**src/rtl/raster_block_rle_decoder_core_assert.svh**
```systemverilog
// Assertion macros for the raster block run-length decoder.
`ifndef RASTER_BLOCK_RLE_DECODER_CORE_ASSERT_SVH
`define RASTER_BLOCK_RLE_DECODER_CORE_ASSERT_SVH
`ifndef NO_ASSERTIONS
// Same-cycle implication, disabled while reset is low.
`define RBRLE_ASSERT_IMP(label, clk, rst_n, ante, cons) \
    label: assert property (@(posedge clk) disable iff (!rst_n) (ante) |-> (cons)) \
        else $error("rbrle assertion failed");
// Next-cycle implication, disabled while reset is low.
`define RBRLE_ASSERT_NEXT(label, clk, rst_n, ante, cons) \
    label: assert property (@(posedge clk) disable iff (!rst_n) (ante) |=> (cons)) \
        else $error("rbrle assertion failed");
`else
`define RBRLE_ASSERT_IMP(label, clk, rst_n, ante, cons)
`define RBRLE_ASSERT_NEXT(label, clk, rst_n, ante, cons)
`endif
`endif

```
**src/rtl/rbrle_pkg.sv**
```systemverilog
// Shared types, codes and constants of the raster block run-length decoder.
package rbrle_pkg;

    localparam int MAX_DIM_DEFAULT = 256;

    // Configuration port
    localparam int CFG_IDX_W  = 2;
    localparam int CFG_DATA_W = 32;
    localparam logic [CFG_IDX_W-1:0] CFG_BLOCK_WIDTH  = 2'd0;
    localparam logic [CFG_IDX_W-1:0] CFG_BLOCK_HEIGHT = 2'd1;
    localparam logic [CFG_IDX_W-1:0] CFG_NODATA_VALUE = 2'd2;

    localparam logic [8:0]  BLOCK_WIDTH_RST  = 9'd256;
    localparam logic [8:0]  BLOCK_HEIGHT_RST = 9'd4;
    localparam logic [31:0] NODATA_VALUE_RST = 32'h8000_0001;

    // Parser phases
    localparam logic [2:0] PH_SIZE_HI   = 3'd0;
    localparam logic [2:0] PH_SIZE_LO   = 3'd1;
    localparam logic [2:0] PH_TYPE      = 3'd2;
    localparam logic [2:0] PH_MINLEN    = 3'd3;
    localparam logic [2:0] PH_MIN_FIRST = 3'd4;
    localparam logic [2:0] PH_MIN_REST  = 3'd5;
    localparam logic [2:0] PH_MARKER    = 3'd6;
    localparam logic [2:0] PH_PAYLOAD   = 3'd7;

    // Block type codes
    localparam logic [7:0] TYPE_RAW     = 8'h08;
    localparam logic [7:0] TYPE_LITERAL = 8'hD7;
    localparam logic [7:0] TYPE_MINRUN  = 8'hDF;
    localparam logic [7:0] TYPE_VALRUN  = 8'hE0;

    localparam logic [7:0] TOP_MASK   = 8'h7F;
    localparam logic [7:0] MARKER_MID = 8'd128;
    localparam logic [8:0] MARKER_SPAN = 9'd256;

    typedef struct packed {
        logic       empty_block;
        logic       block_start;
        logic [7:0] data_byte;
    } t_item;

    typedef struct packed {
        logic        format_error;
        logic        block_last;
        logic        is_nodata;
        logic [16:0] run_length;
        logic [31:0] pixel_value;
    } t_result;

endpackage

```
**src/rtl/raster_block_rle_decoder_core.sv**
```systemverilog
// A byte taken into the input register yields its run, if any, in the result register.
// Throughput: one byte per cycle; the parser step sits between the input
// register and the result register, and both stall only on m_axis_tready.
// Reset: synchronous, active low; clears both valid flags, the parse state
// (waiting for a block) and loads the configuration defaults.
module raster_block_rle_decoder_core #(
    parameter int MAX_DIM = rbrle_pkg::MAX_DIM_DEFAULT
) (
    input  logic                             i_clk,
    input  logic                             i_rst_n,
    // Input bytes
    input  logic                             s_axis_tvalid,
    output logic                             s_axis_tready,
    input  logic [7:0]                       s_axis_tdata,  // [7:0] data_byte
    input  logic [1:0]                       s_axis_tuser,  // [0] block_start, [1] empty_block
    // Output runs
    output logic                             m_axis_tvalid,
    input  logic                             m_axis_tready,
    output logic [55:0]                      m_axis_tdata,  // [31:0] pixel_value,
                                                            // [48:32] run_length, zero pad
    output logic [1:0]                       m_axis_tuser,  // [0] is_nodata, [1] format_error
    output logic                             m_axis_tlast,  // block_last
    // Configuration writes
    input  logic                             i_cfg_we,
    input  logic [rbrle_pkg::CFG_IDX_W-1:0]  i_cfg_idx,
    input  logic [rbrle_pkg::CFG_DATA_W-1:0] i_cfg_wdata
);
    localparam int PW = $clog2(MAX_DIM * MAX_DIM + 1);

    logic               r_in_valid;
    rbrle_pkg::t_item   r_in_item;
    logic               r_out_valid;
    rbrle_pkg::t_result r_out;
    logic               proc_go;
    logic [PW-1:0]      total;
    logic [31:0]        nodata;
    logic               res_valid;
    rbrle_pkg::t_result res;

    assign proc_go       = r_in_valid && (!r_out_valid || m_axis_tready);
    assign s_axis_tready = !r_in_valid || proc_go;

    rbrle_cfg #(
        .MAX_DIM (MAX_DIM),
        .PW      (PW)
    ) u_cfg (
        .i_clk       (i_clk),
        .i_rst_n     (i_rst_n),
        .i_cfg_we    (i_cfg_we),
        .i_cfg_idx   (i_cfg_idx),
        .i_cfg_wdata (i_cfg_wdata),
        .o_total     (total),
        .o_nodata    (nodata)
    );

    rbrle_parse #(
        .PW (PW)
    ) u_parse (
        .i_clk       (i_clk),
        .i_rst_n     (i_rst_n),
        .i_go        (proc_go),
        .i_item      (r_in_item),
        .i_total     (total),
        .i_nodata    (nodata),
        .o_res_valid (res_valid),
        .o_res       (res)
    );

    // Input register: load on transfer, drop once processed
    always_ff @(posedge i_clk) begin
        if (!i_rst_n) begin
            r_in_valid <= 1'b0;
        end else if (s_axis_tvalid && s_axis_tready) begin
            r_in_valid <= 1'b1;
        end else if (proc_go) begin
            r_in_valid <= 1'b0;
        end
    end

    always_ff @(posedge i_clk) begin
        if (s_axis_tvalid && s_axis_tready) begin
            r_in_item.data_byte   <= s_axis_tdata;
            r_in_item.block_start <= s_axis_tuser[0];
            r_in_item.empty_block <= s_axis_tuser[1];
        end
    end

    // Result register: hold until taken
    always_ff @(posedge i_clk) begin
        if (!i_rst_n) begin
            r_out_valid <= 1'b0;
        end else if (proc_go) begin
            r_out_valid <= res_valid;
        end else if (m_axis_tready) begin
            r_out_valid <= 1'b0;
        end
    end

    always_ff @(posedge i_clk) begin
        if (proc_go && res_valid) begin
            r_out <= res;
        end
    end

    assign m_axis_tvalid = r_out_valid;
    assign m_axis_tdata  = {7'd0, r_out.run_length, r_out.pixel_value};
    assign m_axis_tuser  = {r_out.format_error, r_out.is_nodata};
    assign m_axis_tlast  = r_out.block_last;

`include "raster_block_rle_decoder_core_assert.svh"

    // An error run always closes its block
    `RBRLE_ASSERT_IMP(a_err_is_last, i_clk, i_rst_n, m_axis_tvalid && m_axis_tuser[1], m_axis_tlast)
    // Input side stalls only behind a stalled result
    `RBRLE_ASSERT_IMP(a_stall_cause, i_clk, i_rst_n, !s_axis_tready, m_axis_tvalid && !m_axis_tready)
    // A byte that cannot advance stays in the input register
    `RBRLE_ASSERT_NEXT(a_in_hold, i_clk, i_rst_n, r_in_valid && !proc_go, r_in_valid)

endmodule

```
**src/rtl/rbrle_cfg.sv**
```systemverilog
// Configuration registers and clamped block pixel count.
module rbrle_cfg #(
    parameter int MAX_DIM = rbrle_pkg::MAX_DIM_DEFAULT,
    parameter int PW      = 17
) (
    input  logic                             i_clk,
    input  logic                             i_rst_n,
    input  logic                             i_cfg_we,
    input  logic [rbrle_pkg::CFG_IDX_W-1:0]  i_cfg_idx,
    input  logic [rbrle_pkg::CFG_DATA_W-1:0] i_cfg_wdata,
    output logic [PW-1:0]                    o_total,
    output logic [31:0]                      o_nodata
);
    localparam int DW = $clog2(MAX_DIM + 1);

    logic [8:0]    r_block_width;
    logic [8:0]    r_block_height;
    logic [31:0]   r_nodata_value;
    logic [DW-1:0] w_dim;
    logic [DW-1:0] h_dim;

    // Write registers
    always_ff @(posedge i_clk) begin
        if (!i_rst_n) begin
            r_block_width  <= rbrle_pkg::BLOCK_WIDTH_RST;
            r_block_height <= rbrle_pkg::BLOCK_HEIGHT_RST;
            r_nodata_value <= rbrle_pkg::NODATA_VALUE_RST;
        end else if (i_cfg_we) begin
            case (i_cfg_idx)
                rbrle_pkg::CFG_BLOCK_WIDTH:  r_block_width  <= i_cfg_wdata[8:0];
                rbrle_pkg::CFG_BLOCK_HEIGHT: r_block_height <= i_cfg_wdata[8:0];
                rbrle_pkg::CFG_NODATA_VALUE: r_nodata_value <= i_cfg_wdata[31:0];
                default: ;
            endcase
        end
    end

    // Clamp each dimension to 1..MAX_DIM
    always_comb begin
        if (r_block_width == 9'd0)
            w_dim = DW'(1);
        else if (32'(r_block_width) > 32'(MAX_DIM))
            w_dim = DW'(MAX_DIM);
        else
            w_dim = DW'(r_block_width);

        if (r_block_height == 9'd0)
            h_dim = DW'(1);
        else if (32'(r_block_height) > 32'(MAX_DIM))
            h_dim = DW'(MAX_DIM);
        else
            h_dim = DW'(r_block_height);
    end

    assign o_total  = PW'(w_dim) * PW'(h_dim);
    assign o_nodata = r_nodata_value;

endmodule

```
**src/rtl/rbrle_parse.sv**
```systemverilog
// Block parser: header and body state, one byte per transfer, run clipping.
module rbrle_parse #(
    parameter int PW = 17
) (
    input  logic               i_clk,
    input  logic               i_rst_n,
    input  logic               i_go,
    input  rbrle_pkg::t_item   i_item,
    input  logic [PW-1:0]      i_total,
    input  logic [31:0]        i_nodata,
    output logic               o_res_valid,
    output rbrle_pkg::t_result o_res
);
    localparam int LW = (PW > 9) ? PW : 9;

    logic [2:0]    r_phase,      n_phase;
    logic [7:0]    r_type,       n_type;
    logic [7:0]    r_min_left,   n_min_left;
    logic [31:0]   r_min,        n_min;
    logic [6:0]    r_literal,    n_literal;
    logic [31:0]   r_accum,      n_accum;
    logic [1:0]    r_seen,       n_seen;
    logic [7:0]    r_pending,    n_pending;
    logic [PW-1:0] r_pd,         n_pd;
    logic          r_block_done, n_block_done;

    always_comb begin
        logic [7:0]    b;
        logic [7:0]    left_dec;
        logic [6:0]    lit_dec;
        logic [31:0]   accum_new;
        logic [2:0]    body_phase;
        logic          emit_req;
        logic [31:0]   emit_val;
        logic [8:0]    emit_len;
        logic          emit_all;
        logic          emit_nd;
        logic          emit_err;
        logic [PW-1:0] pd_base;
        logic [LW-1:0] rem;
        logic [LW-1:0] len_c;
        logic          clip;

        b          = i_item.data_byte;
        left_dec   = (r_min_left != 8'd0) ? r_min_left - 8'd1 : r_min_left;
        lit_dec    = (r_literal != 7'd0) ? r_literal - 7'd1 : r_literal;
        accum_new  = (r_seen == 2'd0) ? {24'd0, b & rbrle_pkg::TOP_MASK}
                                      : {r_accum[23:0], b};
        body_phase = (r_type == rbrle_pkg::TYPE_RAW) ? rbrle_pkg::PH_PAYLOAD
                                                     : rbrle_pkg::PH_MARKER;
        emit_req = 1'b0;
        emit_val = i_nodata;
        emit_len = 9'd1;
        emit_all = 1'b0;
        emit_nd  = 1'b0;
        emit_err = 1'b0;
        pd_base  = r_pd;
        rem      = '0;
        len_c    = '0;
        clip     = 1'b0;

        n_phase      = r_phase;
        n_type       = r_type;
        n_min_left   = r_min_left;
        n_min        = r_min;
        n_literal    = r_literal;
        n_accum      = r_accum;
        n_seen       = r_seen;
        n_pending    = r_pending;
        n_pd         = r_pd;
        n_block_done = r_block_done;
        o_res_valid  = 1'b0;
        o_res        = '0;

        if (i_item.empty_block || i_item.block_start) begin
            // Start a fresh block with cleared parse state; an empty block emits a nodata fill
            n_phase      = i_item.empty_block ? rbrle_pkg::PH_SIZE_HI
                                              : rbrle_pkg::PH_SIZE_LO;
            n_type       = '0;
            n_min_left   = '0;
            n_min        = '0;
            n_literal    = '0;
            n_accum      = '0;
            n_seen       = '0;
            n_pending    = '0;
            n_pd         = '0;
            pd_base      = '0;
            n_block_done = 1'b0;
            if (i_item.empty_block) begin
                emit_req = 1'b1;
                emit_all = 1'b1;
                emit_nd  = 1'b1;
            end
        end else if (!r_block_done) begin
            case (r_phase)
                rbrle_pkg::PH_SIZE_HI: n_phase = rbrle_pkg::PH_SIZE_LO;
                rbrle_pkg::PH_SIZE_LO: n_phase = rbrle_pkg::PH_TYPE;
                rbrle_pkg::PH_TYPE: begin
                    n_type  = b;
                    n_phase = rbrle_pkg::PH_MINLEN;
                end
                rbrle_pkg::PH_MINLEN: begin
                    n_min_left = b;
                    n_min      = '0;
                    n_phase    = (b == 8'd0) ? body_phase : rbrle_pkg::PH_MIN_FIRST;
                end
                rbrle_pkg::PH_MIN_FIRST: begin
                    n_min      = (r_type == rbrle_pkg::TYPE_VALRUN)
                                 ? {24'd0, b & rbrle_pkg::TOP_MASK} : {24'd0, b};
                    n_min_left = left_dec;
                    n_phase    = (left_dec == 8'd0) ? body_phase : rbrle_pkg::PH_MIN_REST;
                end
                rbrle_pkg::PH_MIN_REST: begin
                    n_min      = {r_min[23:0], b};
                    n_min_left = left_dec;
                    if (left_dec == 8'd0)
                        n_phase = body_phase;
                end
                rbrle_pkg::PH_MARKER: begin
                    if (r_type == rbrle_pkg::TYPE_VALRUN) begin
                        n_pending = b;
                        n_accum   = '0;
                        n_seen    = '0;
                        n_phase   = rbrle_pkg::PH_PAYLOAD;
                    end else if (r_type == rbrle_pkg::TYPE_MINRUN) begin
                        emit_req = (b != 8'd0);
                        emit_val = r_min;
                        emit_len = {1'b0, b};
                    end else if (r_type == rbrle_pkg::TYPE_LITERAL &&
                                 b < rbrle_pkg::MARKER_MID) begin
                        n_literal = b[6:0];
                        if (b != 8'd0)
                            n_phase = rbrle_pkg::PH_PAYLOAD;
                    end else if (b > rbrle_pkg::MARKER_MID) begin
                        // Nodata run of 256 minus the marker
                        emit_req = 1'b1;
                        emit_nd  = 1'b1;
                        emit_len = rbrle_pkg::MARKER_SPAN - {1'b0, b};
                    end else begin
                        // Bad marker: fill the rest of the block with nodata
                        emit_req = 1'b1;
                        emit_nd  = 1'b1;
                        emit_all = 1'b1;
                        emit_err = 1'b1;
                    end
                end
                rbrle_pkg::PH_PAYLOAD: begin
                    if (r_type == rbrle_pkg::TYPE_RAW) begin
                        emit_req = 1'b1;
                        emit_val = {24'd0, b} + r_min;
                    end else if (r_type == rbrle_pkg::TYPE_LITERAL) begin
                        n_literal = lit_dec;
                        if (lit_dec == 7'd0)
                            n_phase = rbrle_pkg::PH_MARKER;
                        emit_req = 1'b1;
                        emit_val = {24'd0, b} + r_min;
                    end else if (r_type == rbrle_pkg::TYPE_VALRUN) begin
                        n_accum = accum_new;
                        if (r_seen != 2'd3) begin
                            n_seen = r_seen + 2'd1;
                        end else begin
                            n_seen   = '0;
                            n_phase  = rbrle_pkg::PH_MARKER;
                            emit_req = (r_pending != 8'd0);
                            emit_val = accum_new + r_min;
                            emit_len = {1'b0, r_pending};
                        end
                    end else begin
                        n_phase = rbrle_pkg::PH_MARKER;
                    end
                end
                default: n_phase = rbrle_pkg::PH_SIZE_HI;
            endcase
        end

        // Clip the run at the block end
        if (emit_req) begin
            if (pd_base >= i_total) begin
                n_block_done = 1'b1;
            end else begin
                rem   = LW'(i_total) - LW'(pd_base);
                clip  = emit_all || (LW'(emit_len) > rem);
                len_c = clip ? rem : LW'(emit_len);
                n_pd  = pd_base + PW'(len_c);
                if (len_c == rem)
                    n_block_done = 1'b1;
                o_res_valid        = 1'b1;
                o_res.pixel_value  = emit_val;
                o_res.run_length   = 17'(len_c);
                o_res.is_nodata    = emit_nd;
                o_res.block_last   = (len_c == rem);
                o_res.format_error = (emit_err || clip) && !i_item.empty_block;
            end
        end
    end

    // Advance parse state on each processed transfer
    always_ff @(posedge i_clk) begin
        if (!i_rst_n) begin
            r_phase      <= rbrle_pkg::PH_SIZE_HI;
            r_type       <= '0;
            r_min_left   <= '0;
            r_min        <= '0;
            r_literal    <= '0;
            r_accum      <= '0;
            r_seen       <= '0;
            r_pending    <= '0;
            r_pd         <= '0;
            r_block_done <= 1'b1;
        end else if (i_go) begin
            r_phase      <= n_phase;
            r_type       <= n_type;
            r_min_left   <= n_min_left;
            r_min        <= n_min;
            r_literal    <= n_literal;
            r_accum      <= n_accum;
            r_seen       <= n_seen;
            r_pending    <= n_pending;
            r_pd         <= n_pd;
            r_block_done <= n_block_done;
        end
    end

endmodule
```
**config.mk**
```make
export PLATFORM = sky130hd
export DESIGN_NAME = raster_block_rle_decoder_core
export DESIGN_NICKNAME = d
export VERILOG_FILES = /design/src/rtl/rbrle_pkg.sv /design/src/rtl/raster_block_rle_decoder_core.sv /design/src/rtl/rbrle_cfg.sv /design/src/rtl/rbrle_parse.sv
export VERILOG_INCLUDE_DIRS = /design/src /design/src/rtl
export SDC_FILE = /design/constraint.sdc
export NUM_CORES = 1
export LEC_CHECK = 0
export BUFFER_PORTS_ARGS = -buffer_cell sky130_fd_sc_hd__buf_4
export CORE_UTILIZATION = 30
export CTS_CLUSTER_DIAMETER = 100
export DETAILED_ROUTE_END_ITERATION = 6
export PLACE_DENSITY = 0.42
export SYNTH_ARGS = -nofsm -noshare
export SYNTH_HDL_FRONTEND = slang
export SYNTH_SLANG_ARGS = --single-unit
```
**constraint.sdc**
```tcl
create_clock -name i_clk -period 10.2 [get_ports i_clk]
set_clock_uncertainty 0.05 [all_clocks]
set_input_delay 1.02 -clock i_clk [delete_from_list [all_inputs] [get_ports i_clk]]
set_output_delay 1.02 -clock i_clk [all_outputs]
set_load 0.02 [all_outputs]
```
==> results.sh <==
export IMPL_cp_required_ns=10.65
export IMPL_critPathArrivalTime_ns=10.17
export IMPL_internal_power_mw=1.68
export IMPL_clockPowerShare_pct=45.1
export IMPL_h_tree_depth=1
export IMPL_place_inst=2969
export IMPL_viasPerCell=5.34
export IMPL_routabilityCongestion=0.891
export IMPL_swShare_pct=28.1
export IMPL_power_frac_seq_pct=41.1
export IMPL_area_growth_pct=15.0
export IMPL_holdPathStages=2
export IMPL_crit_top_cell="a21oi_1"
export IMPL_maxSlewViolCount=0
export IMPL_die_area_um2=59700
export IMPL_endpoint_kind="flip-flop"
export IMPL_ys_warn_count=0
export IMPL_final_area_um2=20300
export IMPL_synthTopCellsByArea="dfxtp_1 18%, edfxtp_1 11%, ha_1 8.3%"
export IMPL_reg2reg_depth=44
export IMPL_synth_async_reset_ratio_pct=0
export IMPL_dr_pass1_iters=7
export IMPL_finish_utilization_pct=35.0
export IMPL_tightest_slew_ns=1.10
export IMPL_num_rows=88
export IMPL_p_per_area_nw_per_um2=115
export IMPL_timing_slew_headroom_pct=26.7
export IMPL_antenna_found_initial=0
export IMPL_hold_class="flip-flop to flip-flop"
export IMPL_fin_nets=2454
export IMPL_grt_pass1_wl_mm=96.3
export IMPL_grt_use_total_pct=21.0
export IMPL_grt_max_degree=84
export IMPL_synth_top_area_cell="dfxtp_1"
export IMPL_cts_buffers=29
export IMPL_cts_sinks=224
export IMPL_drc_errors=2
export IMPL_clock_latency_ns=0.59
export IMPL_comb_power_share_pct=13.9
export IMPL_synth_edf_count=62
export IMPL_nFillCells=6117
export IMPL_start_util_pct=30.4
export IMPL_drive_gt1_share_pct=11.0
export IMPL_ir_drop_uv=130
export IMPL_status="complete, but fails checks"
export IMPL_cts_tree="done"
export IMPL_syn_avg_cell_area_um2=8.14
export IMPL_clock_fmax_mhz=103
export IMPL_wirelength_mm=64.2
export IMPL_first_global_vias=15500
export IMPL_fin_crit_ns=9.72
export IMPL_timing_final_crit_share_pct=95.3
export IMPL_hold_viol=0
export IMPL_syn_area_um2=17600
export IMPL_critical_path_depth=44
export IMPL_die_h_um=244
export IMPL_crit_path_start_kind="flip-flop"
export IMPL_seq_area_frac_synth_pct=29.0
export IMPL_yosys_cell_types_count=90
export IMPL_clk_pin_slew_ns=0.06
export IMPL_core_um2=57900
export IMPL_netlist_instances=2166
export IMPL_fin_cells=3024
export IMPL_placed_area_um2=19200
export IMPL_overflow=0
export IMPL_switchingPower_uw=654
export IMPL_regArea_um2=5100
export IMPL_hpwl_mm=48.7
export IMPL_failed_checks="DRC"
export IMPL_cts_root_buffer="clkbuf_16"
export IMPL_drtIter0Drc=1235
export IMPL_path_delay_family="adder cells"
export IMPL_io_pins=110
export IMPL_drv_cap=0
export IMPL_critPathMaxFanout=7
export IMPL_tns_ns=0
export IMPL_critPathMaxStageDelay_ns=0.55
export IMPL_multi_input_area_um2=11700
export IMPL_total_leakage_power_nw=7.94
export IMPL_synth_ff_type="dfxtp_1"
export IMPL_worst_setup_path_type="flip-flop to flip-flop"
export IMPL_port_buffers=102
export IMPL_die_x_um=244
export IMPL_synth_seq_cells=224
export IMPL_wire_per_inst_um=21.2
export IMPL_slowest_stage="fa_1"
export IMPL_ant_nets=0
export IMPL_whs_ns=0.415
export IMPL_diodes=0
export IMPL_dr_total_vias=16100
export IMPL_setup_viol=0
export IMPL_clk_path_buf_depth=3
export IMPL_cp_num_buf_inv=5
export IMPL_synth_top_area_share_pct=18.4
[worst register-to-register path: cells and delay by family (launching register included)]
family	cells	cell delay (ns)
AOI/OAI and AO/OA	17	3.01
xor gates and xnor gates	3	0.46
adders and majority gates	8	3.40
buffers and inverters	5	0.43
DFF	1	0.34
muxes	1	0.15
and+or+nand+nor	10	1.83
[sequential cells by signal, indices dropped and copies added (netlist names)]
| signal | flops |
|---|---|
| m_axis_tdata | 49 |
| m_axis_tlast | 1 |
| m_axis_tuser | 2 |
| m_axis_tvalid | 1 |
| r_in_item | 10 |
| r_in_valid | 1 |
| u_cfg.o_nodata | 32 |
| u_cfg.r_block_height | 9 |
| u_cfg.r_block_width | 9 |
| u_parse.r_accum | 24 |
| u_parse.r_block_done | 1 |
| u_parse.r_literal | 7 |
| u_parse.r_min | 32 |
| u_parse.r_min_left | 8 |
| u_parse.r_pd | 17 |
| u_parse.r_pending | 8 |
| u_parse.r_phase | 3 |
| u_parse.r_seen | 2 |
| u_parse.r_type | 8 |
[metrics by stage]
stage                     total power [mW]  setup WS [ns]
after global routing                  2.42        -0.0528
after floorplan                       1.17           1.12
after detailed placement              1.30         0.0689
after CTS                             2.36         0.0585
after global placement                1.30          0.246
final                                 2.33          0.479
[layout by cell type (no fill, tap or decap), drive strengths merged, types with 14 or more instances in the layout]
cell	count
ha	117
xor2	36
and3	16
o21ai	88
buf	149
a22oi	44
o21a	15
edfxtp	62
xnor2	54
a21boi	91
clkbuf	37
inv	125
nand2	266
nor2b	116
fa	52
a31oi	14
mux2i	24
dfxtp	162
a21oi	116
a221oi	16
nand3	97
a211oi	16
nor2	192
and2	28
nor3	57
a32o	14
a21o	15
nand2b	27
nor4	15
or3	14
[worst paths after layout]
check | start | end | slack, ns
worst max-delay path | u_cfg.r_block_height[5] | u_parse.r_pd[16] | 0.48
worst min-delay path | u_parse.r_accum[18] | u_parse.r_accum[18] | 0.41
worst max register to register | u_cfg.r_block_height[5] | u_parse.r_pd[16] | 0.48
worst min register to register | u_parse.r_accum[18] | u_parse.r_accum[18] | 0.41
[cell type report]
class                           count  share of cell area [%]
Multi-Input combinational cell   1711                    57.6
Sequential cell                   224                    25.2
Timing Repair Buffer              149                    5.52
Tap cell                          765                    4.72
Clock buffer                       37                    3.88
Inverter                          121                    2.24
Clock inverter                     17                   0.877
[power groups by stage]
stage	combinational [mW]	sequential, mW	clock (mW)
finish	0.324	0.957	1.05
global route	0.351	0.959	1.11
CTS	0.321	0.957	1.08
detailed placement	0.320	0.976	0
global placement	0.319	0.976	0
floorplan	0.192	0.980	0
[synth_stat cells, drive strengths merged (36+ instances only)]
| cell | instances |
|---|---|
| a21boi | 91 |
| a21oi | 116 |
| a22oi | 44 |
| clkbuf | 97 |
| dfxtp | 162 |
| edfxtp | 62 |
| fa | 52 |
| ha | 117 |
| inv | 121 |
| nand2 | 266 |
| nand3 | 97 |
| nor2 | 192 |
| nor2b | 116 |
| nor3 | 57 |
| o21ai | 88 |
| xnor2 | 54 |
| xor2 | 36 |
[routing by layer]
layer / share of wire, % / GRT usage (%) / vias to the layer above / wire [um]
met5: 0 / 0 / - / 0
met2: 44 / 32.8 / 482 / 28200
li1: - / - / 7796 / -
met4: 3.0 / 6.25 / 0 / 1960
met1: 48 / 30.0 / 7753 / 30800
met3: 5.1 / 2.66 / 103 / 3300
[what timing repair did]
action,in CTS,in global routing
buffers inserted,0,1
hold buffers,0,0
resized for setup,0,9
endpoints found under the setup margin,0,4
[logic make-up (layout without fill, tap and decap cells)]
logic type,after synthesis,in the layout,share of synthesized area (%)
AO/OA/AOI/OAI,523,523,20.4
multiplexers,31,31,1.90
flip-flops,224,224,29.0
XOR/XNOR,90,90,4.47
adder cells (fa/ha/maj),169,169,14.2
AND/OR/NAND/NOR,890,890,24.7
buffers and inverters,238,324,5.37
other,1,8,0.0213
No activity file was read; power rests on OpenSTA's default activity.
